[config.mk]
export PLATFORM = sky130hd
export DESIGN_NAME = ultrasonic_echo_ranger
export DESIGN_NICKNAME = d
export VERILOG_FILES = /design/src/rtl/core/uer_pkg.sv /design/src/rtl/core/uer_fsm.sv /design/src/rtl/core/uer_mean.sv /design/src/rtl/core/ultrasonic_echo_ranger.sv
export SDC_FILE = /design/constraint.sdc
export NUM_CORES = 2
export LEC_CHECK = 0
export ABC_CLOCK_PERIOD_IN_PS = 17800
export BUFFER_PORTS_ARGS = -buffer_cell sky130_fd_sc_hd__buf_2
export CELL_PAD_IN_SITES_DETAIL_PLACEMENT = 1
export CELL_PAD_IN_SITES_GLOBAL_PLACEMENT = 1
export CORE_MARGIN = 1.5
export CORE_UTILIZATION = 56
export CTS_BUF_LIST = sky130_fd_sc_hd__clkbuf_16
export DETAILED_ROUTE_END_ITERATION = 8
export GPL_ROUTABILITY_DRIVEN = 0
export PLACE_DENSITY_LB_ADDON = 0.05
export SETUP_SLACK_MARGIN = 0.05
export SYNTH_ARGS = -nofsm -noshare
export SYNTH_HDL_FRONTEND = slang
export SYNTH_SLANG_ARGS = --single-unit
[constraint.sdc]
create_clock -name clock -period 17.8 [get_ports clock]
set_clock_uncertainty 0.15 [all_clocks]
set_input_delay 2.67 -clock clock [delete_from_list [all_inputs] [get_ports clock]]
set_output_delay 2.67 -clock clock [all_outputs]
set_load 0.005 [all_outputs]
[src/rtl/core/uer_pkg.sv]
// Shared types and constants for the ultrasonic echo ranger.
// No dependencies; imported by every module of the block.
package uer_pkg;

   localparam int SAMPLES_DEF = 5;

   localparam int CNT_W   = 16;
   localparam int SUM_W   = 19;
   localparam int SCALE_W = 12;
   localparam int OFS_W   = 16;
   localparam int PROD_W  = SUM_W + SCALE_W;
   localparam int P_W     = PROD_W - 8;
   localparam int DIST_W  = 21;
   localparam int DIFF_W  = P_W + 2;
   localparam int CSR_W   = 16;
   localparam int IDX_W   = 3;

   localparam logic signed [DIFF_W-1:0] DIST_MAX = DIFF_W'(1048575);

   localparam logic [IDX_W-1:0] CSR_ENABLE     = 3'd0;
   localparam logic [IDX_W-1:0] CSR_TRIG_TICKS = 3'd1;
   localparam logic [IDX_W-1:0] CSR_PERIOD     = 3'd2;
   localparam logic [IDX_W-1:0] CSR_SCALE      = 3'd3;
   localparam logic [IDX_W-1:0] CSR_OFFSET     = 3'd4;

   localparam logic [CNT_W-1:0]   TRIG_TICKS_RST = 16'd30;
   localparam logic [CNT_W-1:0]   PERIOD_RST     = 16'd50000;
   localparam logic [SCALE_W-1:0] SCALE_RST      = 12'd374;
   localparam logic [OFS_W-1:0]   OFFSET_RST     = 16'd10240;

   typedef struct packed {
      logic               enable;
      logic [CNT_W-1:0]   trig_ticks;
      logic [CNT_W-1:0]   period;
      logic [SCALE_W-1:0] scale;
      logic [OFS_W-1:0]   offset;
   } cfg_type;

   typedef struct packed {
      logic             trig;
      logic             valid_res;
      logic [SUM_W-1:0] sum;
   } tick_type;

endpackage

[src/rtl/core/uer_fsm.sv]
// Ranging sequencer: trigger, echo wait and sample accumulation, one item per tick.
// Depends on uer_pkg; output register feeds the mean pipeline.
module uer_fsm #(
   parameter int SAMPLES = uer_pkg::SAMPLES_DEF
) (
   input  logic             clock,
   input  logic             reset,
   input  uer_pkg::cfg_type cfg,
   input  logic             req_valid,
   output logic             req_ready,
   input  logic             req_echo,
   output logic             out_valid,
   input  logic             out_ready,
   output uer_pkg::tick_type out_data
);
   import uer_pkg::*;

   localparam int SI_W = (SAMPLES > 1) ? $clog2(SAMPLES) : 1;
   localparam logic [SI_W-1:0] LAST_IDX = SI_W'(SAMPLES - 1);

   localparam logic [1:0] PH_IDLE      = 2'd0;
   localparam logic [1:0] PH_TRIG      = 2'd1;
   localparam logic [1:0] PH_WAIT_HIGH = 2'd2;
   localparam logic [1:0] PH_WAIT_LOW  = 2'd3;

   logic [1:0]       phase_ff, phase_in;
   logic [CNT_W-1:0] tick_ff, tick_in;
   logic [SI_W-1:0]  idx_ff, idx_in;
   logic [SUM_W-1:0] sum_ff, sum_in;
   logic             oval_ff;
   tick_type         odata_ff, odata_in;

   logic             accept;
   logic [CNT_W-1:0] trig_len;
   logic [CNT_W-1:0] trig_cnt;
   logic [CNT_W-1:0] tick_adv;
   logic [SUM_W-1:0] sum_add;

   assign req_ready = !oval_ff || out_ready;
   assign accept    = req_valid && req_ready;
   assign out_valid = oval_ff;
   assign out_data  = odata_ff;

   assign trig_len = (cfg.trig_ticks == '0) ? CNT_W'(1) : cfg.trig_ticks;
   assign trig_cnt = ((phase_ff == PH_IDLE) ? '0 : tick_ff) + CNT_W'(1);
   assign tick_adv = (tick_ff >= cfg.period) ? '0 : tick_ff + CNT_W'(1);
   assign sum_add  = sum_ff + SUM_W'(tick_ff);

   always_comb begin
      phase_in = phase_ff;
      tick_in  = tick_ff;
      idx_in   = idx_ff;
      sum_in   = sum_ff;
      odata_in = '0;
      if (!cfg.enable) begin
         phase_in = PH_IDLE;
         tick_in  = '0;
         idx_in   = '0;
         sum_in   = '0;
      end else begin
         case (phase_ff)
            PH_IDLE, PH_TRIG: begin
               odata_in.trig = 1'b1;
               if (trig_cnt >= trig_len) begin
                  tick_in  = '0;
                  phase_in = PH_WAIT_HIGH;
               end else begin
                  tick_in  = trig_cnt;
                  phase_in = PH_TRIG;
               end
            end
            PH_WAIT_HIGH: begin
               if (req_echo) begin
                  phase_in = PH_WAIT_LOW;
               end
               tick_in = tick_adv;
            end
            PH_WAIT_LOW: begin
               if (!req_echo) begin
                  tick_in  = '0;
                  phase_in = PH_IDLE;
                  if (idx_ff == LAST_IDX) begin
                     odata_in.valid_res = 1'b1;
                     odata_in.sum       = sum_add;
                     idx_in             = '0;
                     sum_in             = '0;
                  end else begin
                     idx_in = idx_ff + SI_W'(1);
                     sum_in = sum_add;
                  end
               end else begin
                  tick_in = tick_adv;
               end
            end
            default: begin
               phase_in = PH_IDLE;
            end
         endcase
      end
   end

   always_ff @(posedge clock) begin
      if (reset) begin
         phase_ff <= PH_IDLE;
         tick_ff  <= '0;
         idx_ff   <= '0;
         sum_ff   <= '0;
         oval_ff  <= 1'b0;
      end else begin
         if (accept) begin
            phase_ff <= phase_in;
            tick_ff  <= tick_in;
            idx_ff   <= idx_in;
            sum_ff   <= sum_in;
         end
         if (req_ready) begin
            oval_ff <= req_valid;
         end
      end
   end

   always_ff @(posedge clock) begin
      if (accept) begin
         odata_ff <= odata_in;
      end
   end

endmodule

[src/rtl/core/uer_mean.sv]
// Mean pipeline: sum*scale, >>8, divide by sample count, subtract offset, saturate.
// Depends on uer_pkg; four registered stages with per-stage ready.
module uer_mean #(
   parameter int SAMPLES = uer_pkg::SAMPLES_DEF
) (
   input  logic                              clock,
   input  logic                              reset,
   input  uer_pkg::cfg_type                  cfg,
   input  logic                              in_valid,
   output logic                              in_ready,
   input  uer_pkg::tick_type                 in_data,
   output logic                              rsp_valid,
   input  logic                              rsp_ready,
   output logic                              rsp_trig,
   output logic                              rsp_valid_res,
   output logic signed [uer_pkg::DIST_W-1:0] rsp_distance
);
   import uer_pkg::*;

   localparam int RCP_W = P_W + 1;
   localparam int EST_W = P_W + RCP_W;
   localparam int NW    = $clog2(SAMPLES + 1);
   localparam int QN_W  = P_W + NW;
   localparam logic [RCP_W-1:0] RECIP = RCP_W'((64'd1 << P_W) / SAMPLES);
   localparam logic [NW-1:0]    DIV   = NW'(SAMPLES);

   // stage 2: product
   logic              v2_ff, t2_ff, r2_ff;
   logic [PROD_W-1:0] prod_ff;
   // stage 3: reciprocal estimate
   logic              v3_ff, t3_ff, r3_ff;
   logic [P_W-1:0]    p3_ff;
   logic [EST_W-1:0]  est_ff;
   // stage 4: corrected quotient
   logic              v4_ff, t4_ff, r4_ff;
   logic [P_W-1:0]    q_ff, q_in;
   // stage 5: output
   logic              v5_ff, t5_ff, r5_ff;
   logic [DIST_W-1:0] dist_ff, dist_in;

   logic              rdy2, rdy3, rdy4, rdy5;
   logic [P_W-1:0]    p_sh;
   logic [P_W-1:0]    q0;
   logic [QN_W-1:0]   rem;
   logic signed [DIFF_W-1:0] diff;

   assign rdy5     = !v5_ff || rsp_ready;
   assign rdy4     = !v4_ff || rdy5;
   assign rdy3     = !v3_ff || rdy4;
   assign rdy2     = !v2_ff || rdy3;
   assign in_ready = rdy2;

   assign p_sh = prod_ff[PROD_W-1:8];
   assign q0   = est_ff[P_W +: P_W];
   assign rem  = QN_W'(p3_ff) - QN_W'(q0) * QN_W'(DIV);
   assign q_in = (rem >= QN_W'(DIV)) ? q0 + P_W'(1) : q0;

   assign diff = signed'({2'b00, q_ff}) - signed'(DIFF_W'(cfg.offset));
   always_comb begin
      if (!r4_ff) begin
         dist_in = '0;
      end else if (diff > DIST_MAX) begin
         dist_in = DIST_MAX[DIST_W-1:0];
      end else begin
         dist_in = diff[DIST_W-1:0];
      end
   end

   always_ff @(posedge clock) begin
      if (reset) begin
         v2_ff <= 1'b0;
         v3_ff <= 1'b0;
         v4_ff <= 1'b0;
         v5_ff <= 1'b0;
      end else begin
         if (rdy2) v2_ff <= in_valid;
         if (rdy3) v3_ff <= v2_ff;
         if (rdy4) v4_ff <= v3_ff;
         if (rdy5) v5_ff <= v4_ff;
      end
   end

   always_ff @(posedge clock) begin
      if (rdy2 && in_valid) begin
         t2_ff   <= in_data.trig;
         r2_ff   <= in_data.valid_res;
         prod_ff <= PROD_W'(in_data.sum) * PROD_W'(cfg.scale);
      end
      if (rdy3 && v2_ff) begin
         t3_ff  <= t2_ff;
         r3_ff  <= r2_ff;
         p3_ff  <= p_sh;
         est_ff <= EST_W'(p_sh) * EST_W'(RECIP);
      end
      if (rdy4 && v3_ff) begin
         t4_ff <= t3_ff;
         r4_ff <= r3_ff;
         q_ff  <= q_in;
      end
      if (rdy5 && v4_ff) begin
         t5_ff   <= t4_ff;
         r5_ff   <= r4_ff;
         dist_ff <= dist_in;
      end
   end

   assign rsp_valid     = v5_ff;
   assign rsp_trig      = t5_ff;
   assign rsp_valid_res = r5_ff;
   assign rsp_distance  = signed'(dist_ff);

endmodule

[src/rtl/core/ultrasonic_echo_ranger.sv]
// Ultrasonic echo ranger top level: configuration registers, sequencer, mean pipeline.
// Depends on uer_pkg, uer_fsm and uer_mean.
//
// Usage:
//  - Each req_ item is one timer tick carrying the sampled echo level (req_echo).
//  - Each tick yields exactly one rsp_ item: trigger level, a fresh-mean flag and
//    the mean distance in Q8 centimeters (zero when rsp_valid_res is low).
//  - An accepted item passes through the sequencer register and four mean stages
//    (multiply, reciprocal multiply, quotient correction, offset and clamp) to
//    rsp_valid; one item per cycle is sustained while rsp_ready is high.
//  - csr_wen writes register csr_index (enable, trig_ticks, period, scale, offset)
//    at once; write only while no item is in flight. Other indexes are ignored.
//  - Reset clears the sequencer, empties the pipeline and loads register defaults
//    (disabled, 30 trigger ticks, period 50000, scale 374, offset 40 cm).
//  - When rsp_ready is low, stages hold; each stage frees its slot once passed on,
//    so req_ready stays high until all five stage registers are full.
module ultrasonic_echo_ranger #(
   parameter int SAMPLES = uer_pkg::SAMPLES_DEF
) (
   input  logic                              clock,
   input  logic                              reset,
   input  logic                              csr_wen,
   input  logic [uer_pkg::IDX_W-1:0]         csr_index,
   input  logic [uer_pkg::CSR_W-1:0]         csr_wdata,
   input  logic                              req_valid,
   output logic                              req_ready,
   input  logic                              req_echo,
   output logic                              rsp_valid,
   input  logic                              rsp_ready,
   output logic                              rsp_trig,
   output logic                              rsp_valid_res,
   output logic signed [uer_pkg::DIST_W-1:0] rsp_distance
);
   import uer_pkg::*;

   cfg_type  cfg_ff;
   logic     fsm_valid;
   logic     mean_ready;
   tick_type fsm_data;

   always_ff @(posedge clock) begin
      if (reset) begin
         cfg_ff.enable     <= 1'b0;
         cfg_ff.trig_ticks <= TRIG_TICKS_RST;
         cfg_ff.period     <= PERIOD_RST;
         cfg_ff.scale      <= SCALE_RST;
         cfg_ff.offset     <= OFFSET_RST;
      end else if (csr_wen) begin
         case (csr_index)
            CSR_ENABLE:     cfg_ff.enable     <= csr_wdata[0];
            CSR_TRIG_TICKS: cfg_ff.trig_ticks <= csr_wdata;
            CSR_PERIOD:     cfg_ff.period     <= csr_wdata;
            CSR_SCALE:      cfg_ff.scale      <= csr_wdata[SCALE_W-1:0];
            CSR_OFFSET:     cfg_ff.offset     <= csr_wdata;
            default: begin
            end
         endcase
      end
   end

   uer_fsm #(
      .SAMPLES (SAMPLES)
   ) u_fsm (
      .clock     (clock),
      .reset     (reset),
      .cfg       (cfg_ff),
      .req_valid (req_valid),
      .req_ready (req_ready),
      .req_echo  (req_echo),
      .out_valid (fsm_valid),
      .out_ready (mean_ready),
      .out_data  (fsm_data)
   );

   uer_mean #(
      .SAMPLES (SAMPLES)
   ) u_mean (
      .clock         (clock),
      .reset         (reset),
      .cfg           (cfg_ff),
      .in_valid      (fsm_valid),
      .in_ready      (mean_ready),
      .in_data       (fsm_data),
      .rsp_valid     (rsp_valid),
      .rsp_ready     (rsp_ready),
      .rsp_trig      (rsp_trig),
      .rsp_valid_res (rsp_valid_res),
      .rsp_distance  (rsp_distance)
   );

endmodule
* Word-level counts from Yosys, hierarchy flattened
Index checks and enable logic that the tools add are counted.
** Cells by class
- Add/subtract/negate cells :: 7
- Multiply operators :: 3
- Order comparisons :: 4
- Eq/ne operators :: 12
- Muxes and demuxes :: 24
- Bitwise gates (word level) :: 4
- Reduce and logical (&&, ||, !) cells :: 29
** Operators by type and width (number)
- 2-to-1 mux 16 bit :: 6
- 2-to-1 mux 19 bit :: 4
- case mux 16 bit (3 select lines) :: 1
- multiplier 23 x 21 -> 44 bit (second input constant) :: 1
- 2-to-1 mux 20 bit :: 2
- adder 16 x 1 -> 16 bit (second input constant) :: 2
- >= comparator 16 bit :: 2
- multiplier 19 x 12 -> 31 bit :: 1
- >= comparator 26 x 3 -> 1 bit (second input constant) :: 1
- subtractor 23 x 26 -> 26 bit :: 1
- multiplier 21 x 3 -> 24 bit (second input constant) :: 1
- greater-than comparator 23 x 21 -> 1 bit (second input constant) :: 1
- subtractor 22 x 16 -> 23 bit :: 1
- adder 21 x 1 -> 22 bit (second input constant) :: 1
- 2-to-1 mux 21 bit :: 1
- adder 19 x 16 -> 19 bit :: 1
- logical NOT 16 bit :: 1
- 2-to-1 mux 3 bit :: 4
- AND reduction 2 bit :: 5
- 2-to-1 mux 2 bit :: 4
- equality test 3 x 2 -> 1 bit (second input constant) :: 2
- equality test 3 bit (second input constant) :: 2
- inequality test 3 bit (second input constant) :: 2
- case mux 2 bit (3 select lines) :: 1
- 17 further kinds :: 35
** Word-level totals
- Flip-flop bits (word level) :: 276
- Input port bits :: 25
- Output and inout bits :: 25
- Word-level logic and storage cells :: 115

* Depth between registers and ports, before layout
- Word-level depth :: 8
- Gate-level depth with buffers :: 27
- Depth with buffers taken out :: 26

* Cells and area by module
Synthesis repeated with hierarchy kept, for this count alone.
** Second synthesis, totals
- Cell total of the unflattened synthesis :: 2995
- Area, all modules :: 29548.3 um^2
** By module, submodules not included
- uer_mean :: times used 1, cells each 2195, area each 22292.6 um^2, seq. area each 3623.5 um^2
- uer_fsm :: times used 1, cells each 564, area each 4754.6 um^2, seq. area each 1451.4 um^2
- ultrasonic_echo_ranger :: times used 1, cells each 236, area each 2501.1 um^2, seq. area each 1221.2 um^2

* Least setup slack after synthesis
Ideal clock, no wire load.
- Path kind :: register to register
- Start point :: register u_mean.prod_ff[17]
- End point :: register u_mean.est_ff[43], data pin
- Library setup time :: 0.271 ns
- Arrival time :: 6.117 ns
- Required time :: 17.379 ns
- Setup slack :: 11.262 ns
- Stages on the path, launching flop included :: 25
- Buffers on the path :: 0
- Period minus slack after synthesis :: 6.538 ns
- Cell sequence :: edfxtp_1 -> ha_1 -> fa_1 -> inv_1 -> fa_1 -> inv_1 -> fa_1 -> inv_1 -> fa_1 -> fa_1 -> inv_1 -> ha_1 -> ha_1 -> a211oi_1 -> and3_1 -> o2bb2ai_1 -> o211ai_1 -> a31o_2 -> a21oi_1 -> o21ai_0 -> a311oi_1 -> o21a_1 -> o21a_1 -> nor4_1 -> a311oi_1
** On the way
- Word-level cells in the longest chain between the ends :: 1
** RTL lines
- start: declaration :: line uer_mean.sv:29 : logic [PROD_W-1:0] prod_ff;
- start signal: assignment :: line uer_mean.sv:87 : prod_ff <= PROD_W'(in_data.sum) * PROD_W'(cfg.scale);
- multiplier 23 x 21 -> 44 bit :: line uer_mean.sv:93 : est_ff <= EST_W'(p_sh) * EST_W'(RECIP);
- end signal: assignment :: line uer_mean.sv:93
- end: declaration :: line uer_mean.sv:33 : logic [EST_W-1:0] est_ff;
No other way between the ends.
A chain may end at the register's enable or synchronous reset.

* Final worst setup path
- Start point :: register u_mean.prod_ff[18]
- End point :: register u_mean.est_ff[43], data pin
Same word-level chain as after synthesis.

==> impl_metrics.prom <==
# TYPE chip_impl_metric gauge
chip_impl_metric{name="cts_htree_levels",unit=""} 1
chip_impl_metric{name="worst-path-max-fanout",unit=""} 6
chip_impl_metric{name="area.growth.synth_to_final",unit="%"} 6.05
chip_impl_info{name="crit-reg2reg-capture",value="u_mean.est_ff[43]"} 1
chip_impl_metric{name="die_height",unit="um"} 229
chip_impl_metric{name="ios",unit=""} 50
chip_impl_metric{name="drt-wirelength-per-cell",unit="um"} 22.4
chip_impl_metric{name="route.detailed.drc",unit=""} 0
chip_impl_metric{name="layout-drive-gt1-share",unit="%"} 4.60
chip_impl_metric{name="grt_antenna_before_repair",unit=""} 2
chip_impl_metric{name="routed_wl",unit="um"} 83600
chip_impl_info{name="hold_path.startpoint",value="u_mean.r2_ff"} 1
chip_impl_metric{name="area.sequential",unit="um^2"} 6300
chip_impl_info{name="hold_path.class",value="reg2reg"} 1
chip_impl_metric{name="clock_pin_slew_reported_for_the_worst_setup_and_hold_paths_after_clock_tree_synthesis",unit="ns"} 0.06
chip_impl_metric{name="ant_nets",unit=""} 0
chip_impl_info{name="cp-end-kind",value="flop"} 1
chip_impl_metric{name="layout.filler_cells",unit=""} 5748
chip_impl_metric{name="setup_violations",unit=""} 0
chip_impl_metric{name="grt_pass1_wl",unit="um"} 135000
chip_impl_metric{name="finalHoldViolCount",unit=""} 0
chip_impl_info{name="setup.worst_path.class",value="reg2reg"} 1
chip_impl_metric{name="cp.required",unit="ns"} 18.02
chip_impl_metric{name="grt_pass1_vias",unit=""} 24782
chip_impl_metric{name="fin_crit",unit="ns"} 7.56
chip_impl_info{name="grt_setup_unrepaired",value="no"} 1
chip_impl_metric{name="pin_count_of_the_biggest_net_entering_global_routing",unit=""} 94
chip_impl_metric{name="multi_input_comb_area",unit="um^2"} 20000
chip_impl_metric{name="setup_total_negative_slack",unit="ns"} 0
chip_impl_info{name="status",value="finished clean"} 1
chip_impl_info{name="yosys.cell_count.top_type",value="sky130_fd_sc_hd__inv_1"} 1
chip_impl_metric{name="synth_seq_area_share",unit="%"} 22.0
chip_impl_metric{name="worstSkewPairLatency",unit="ns"} 0.59
chip_impl_metric{name="avgViaCountPerCell",unit=""} 5.79
chip_impl_metric{name="postCtsHoldBufs",unit=""} 0
chip_impl_metric{name="syn_nets",unit=""} 3816
chip_impl_metric{name="synth-edff-count",unit=""} 139
chip_impl_metric{name="cts-resized-gates",unit=""} 0
chip_impl_metric{name="die_width",unit="um"} 229
chip_impl_info{name="synth_common_cells",value="sky130_fd_sc_hd__inv_1 (543), sky130_fd_sc_hd__ha_1 (415), sky130_fd_sc_hd__nand2_1 (337)"} 1
chip_impl_metric{name="antenna_cells_inserted",unit=""} 0
chip_impl_info{name="cts_tree",value="yes"} 1
chip_impl_metric{name="synth_area_per_inst",unit="um^2"} 9.41
chip_impl_metric{name="post_cts_buffers",unit=""} 0
chip_impl_metric{name="cts_num_sinks",unit=""} 245
chip_impl_info{name="most_used_dff_post_synth",value="sky130_fd_sc_hd__edfxtp_1"} 1
chip_impl_metric{name="via_count",unit=""} 21642
chip_impl_metric{name="slew_viol_final",unit=""} 0
chip_impl_info{name="reg2reg_from",value="u_mean.prod_ff[18]"} 1
chip_impl_metric{name="grt-ovfl-total",unit=""} 0
chip_impl_metric{name="cts.path.max_buffers",unit=""} 3
chip_impl_metric{name="unique_cell_type_count_in_the_yosys_netlist",unit=""} 81
chip_impl_metric{name="reg2reg_slack",unit="ns"} 10.24
chip_impl_metric{name="initial_utilization",unit="%"} 57.0
chip_impl_metric{name="count_of_yosys_warnings_during_synthesis",unit=""} 0
chip_impl_metric{name="placement.io_buffers",unit=""} 49
chip_impl_info{name="clk_root_buffer_cell",value="sky130_fd_sc_hd__clkbuf_16"} 1
chip_impl_metric{name="yosys_register_bits",unit=""} 245
chip_impl_metric{name="max-slew-margin-rel",unit="%"} 17.4
chip_impl_metric{name="worst_r2r_path_depth",unit=""} 24
chip_impl_metric{name="layout.nets",unit=""} 3817
chip_impl_metric{name="synth.top_cell.area_share",unit="%"} 23.2
chip_impl_metric{name="placementRows",unit=""} 82
chip_impl_info{name="worstSetupStartpoint",value="u_mean.prod_ff[18]"} 1
chip_impl_metric{name="transition_at_the_pin_with_the_smallest_max_transition_slack",unit="ns"} 1.23
chip_impl_info{name="timing.critical_path.from_type",value="flop"} 1
chip_impl_metric{name="drt_pass_1_iters",unit=""} 5
chip_impl_metric{name="floorplan.core_area",unit="um^2"} 50300
chip_impl_metric{name="fp.dieArea",unit="um^2"} 52500
chip_impl_metric{name="hold_path_depth",unit=""} 0
chip_impl_metric{name="timing.critical_path.arrival",unit="ns"} 7.78
chip_impl_metric{name="period_share",unit="%"} 42.5
chip_impl_metric{name="detail_route.iter0.violations",unit=""} 1095
chip_impl_metric{name="groute.usage.overall",unit="%"} 32.7
chip_impl_metric{name="cts_made_buffers",unit=""} 29
chip_impl_metric{name="asyncSetResetFlopFracSynth",unit="%"} 0
chip_impl_metric{name="synth_area",unit="um^2"} 28600
chip_impl_info{name="synth.area.top_cells",value="sky130_fd_sc_hd__fa_1 (23%), sky130_fd_sc_hd__ha_1 (18%), sky130_fd_sc_hd__edfxtp_1 (15%)"} 1
chip_impl_metric{name="fmaxAchievable",unit="MHz"} 132
chip_impl_info{name="hold_ep",value="u_mean.r3_ff"} 1
chip_impl_info{name="yosys.area.top_type",value="sky130_fd_sc_hd__fa_1"} 1
chip_impl_metric{name="syn-instance-count",unit=""} 3044
chip_impl_metric{name="timing.max_cap.violations",unit=""} 0
chip_impl_metric{name="detailedPlacementHpwl",unit="um"} 67200
==> metal layers <==
metal,vias to the layer above,global-route usage (%),part of all wire [%]
met5,-,0,0.014
met4,2,10.6,3.1
met3,163,2.91,3.5
met2,441,61.7,53
met1,11096,38.8,40
li1,9940,-,-
==> worst max-delay path by stage <==
stage / to / slack [ns] / depth (start not counted)
4_1_cts: u_mean.est_ff[43] / 10.29 / 24
2_1_floorplan: u_mean.est_ff[43] / 11.26 / 24
3_3_place_gp: u_mean.est_ff[43] / 10.67 / 24
3_5_place_dp: u_mean.est_ff[43] / 10.37 / 24
5_1_grt: u_mean.est_ff[43] / 9.94 / 24
6_report: u_mean.est_ff[43] / 10.24 / 24
==> placed cells by master, fill, tap and decap left out, types with 49 or more instances in the layout <==
master | synthesis | routed
sky130_fd_sc_hd__buf_2 | 3 | 49
sky130_fd_sc_hd__o21ai_0 | 66 | 66
sky130_fd_sc_hd__nand3_1 | 50 | 50
sky130_fd_sc_hd__xnor2_1 | 78 | 78
sky130_fd_sc_hd__a21oi_1 | 147 | 147
sky130_fd_sc_hd__dfxtp_1 | 106 | 106
sky130_fd_sc_hd__nand2_1 | 337 | 337
sky130_fd_sc_hd__and2_1 | 105 | 105
sky130_fd_sc_hd__edfxtp_1 | 139 | 139
sky130_fd_sc_hd__xor2_1 | 53 | 53
sky130_fd_sc_hd__inv_1 | 543 | 552
sky130_fd_sc_hd__fa_1 | 332 | 332
sky130_fd_sc_hd__nor2_1 | 167 | 167
sky130_fd_sc_hd__ha_1 | 415 | 415
==> worst max-delay path, stage by stage (launching register included) <==
cell and delay [ns]:
sky130_fd_sc_hd__edfxtp_1 0.54, sky130_fd_sc_hd__ha_1 0.43, sky130_fd_sc_hd__fa_1 0.58, sky130_fd_sc_hd__inv_1 0.06, sky130_fd_sc_hd__fa_1 0.51, sky130_fd_sc_hd__inv_1 0.05, sky130_fd_sc_hd__fa_1 0.52, sky130_fd_sc_hd__inv_1 0.05
sky130_fd_sc_hd__fa_1 0.46, sky130_fd_sc_hd__fa_1 0.54, sky130_fd_sc_hd__inv_1 0.05, sky130_fd_sc_hd__ha_1 0.28, sky130_fd_sc_hd__ha_1 0.34, sky130_fd_sc_hd__nand4_1 0.12, sky130_fd_sc_hd__and3_1 0.21, sky130_fd_sc_hd__o2bb2ai_1 0.26
sky130_fd_sc_hd__o211ai_1 0.21, sky130_fd_sc_hd__a31o_2 0.28, sky130_fd_sc_hd__a21oi_1 0.27, sky130_fd_sc_hd__o21ai_0 0.20, sky130_fd_sc_hd__a311oi_1 0.40, sky130_fd_sc_hd__o21a_1 0.21, sky130_fd_sc_hd__o21a_1 0.20, sky130_fd_sc_hd__nor4_1 0.09
sky130_fd_sc_hd__a311oi_1 0.33
==> cells by family (layout without fill, tap and decap cells) <==
kind of cell | Yosys count | after routing | share of synthesized area [%]
XOR/XNOR | 132 | 132 | 4.06
flip-flops | 245 | 245 | 22.0
AND/OR/NAND/NOR | 857 | 857 | 14.3
multiplexers | 3 | 3 | 0.109
adder cells (fa/ha/maj) | 747 | 747 | 41.3
buffers and inverters | 631 | 654 | 8.34
AO/OA/AOI/OAI | 429 | 429 | 9.90
==> metrics by stage <==
step           util [%]  instances  hold slack (ns)  worst slack [ns]  instance area [um^2]
2_1_floorplan         -       3044            0.250             11.26                 28600
3_3_place_gp       58.6       3686            0.258             10.67                 29500
3_5_place_dp       58.6       3686            0.257             10.37                 29500
4_1_cts            60.4       3739            0.271             10.29                 30400
5_1_grt            60.4       3739            0.282              9.94                 30400
6_report           60.4       3739            0.269             10.24                 30400
==> state kept, by name, summed over array words and instances, names as in the netlist, 2 cells and up <==
signal / count
u_mean.q_ff: 22
u_fsm.out_data: 21
u_fsm.sum_ff: 19
u_mean.prod_ff: 23
u_fsm.tick_ff: 16
u_mean.rsp_distance: 21
u_fsm.idx_ff: 3
u_mean.p3_ff: 23
cfg_ff: 61
u_mean.est_ff: 21
u_fsm.phase_ff: 2
==> final cells by class <==
| type | count | area share [%] |
|---|---|---|
| Tap cell | 672 | 2.77 |
| Timing Repair Buffer | 58 | 1.03 |
| Sequential cell | 245 | 20.7 |
| Clock buffer | 30 | 2.47 |
| Multi-Input combinational cell | 2168 | 65.8 |
| Inverter | 543 | 6.71 |
| Clock inverter | 23 | 0.527 |
Power is not shown: default switching activity piles up to over one toggle a cycle in this logic, so the estimate is an artifact.
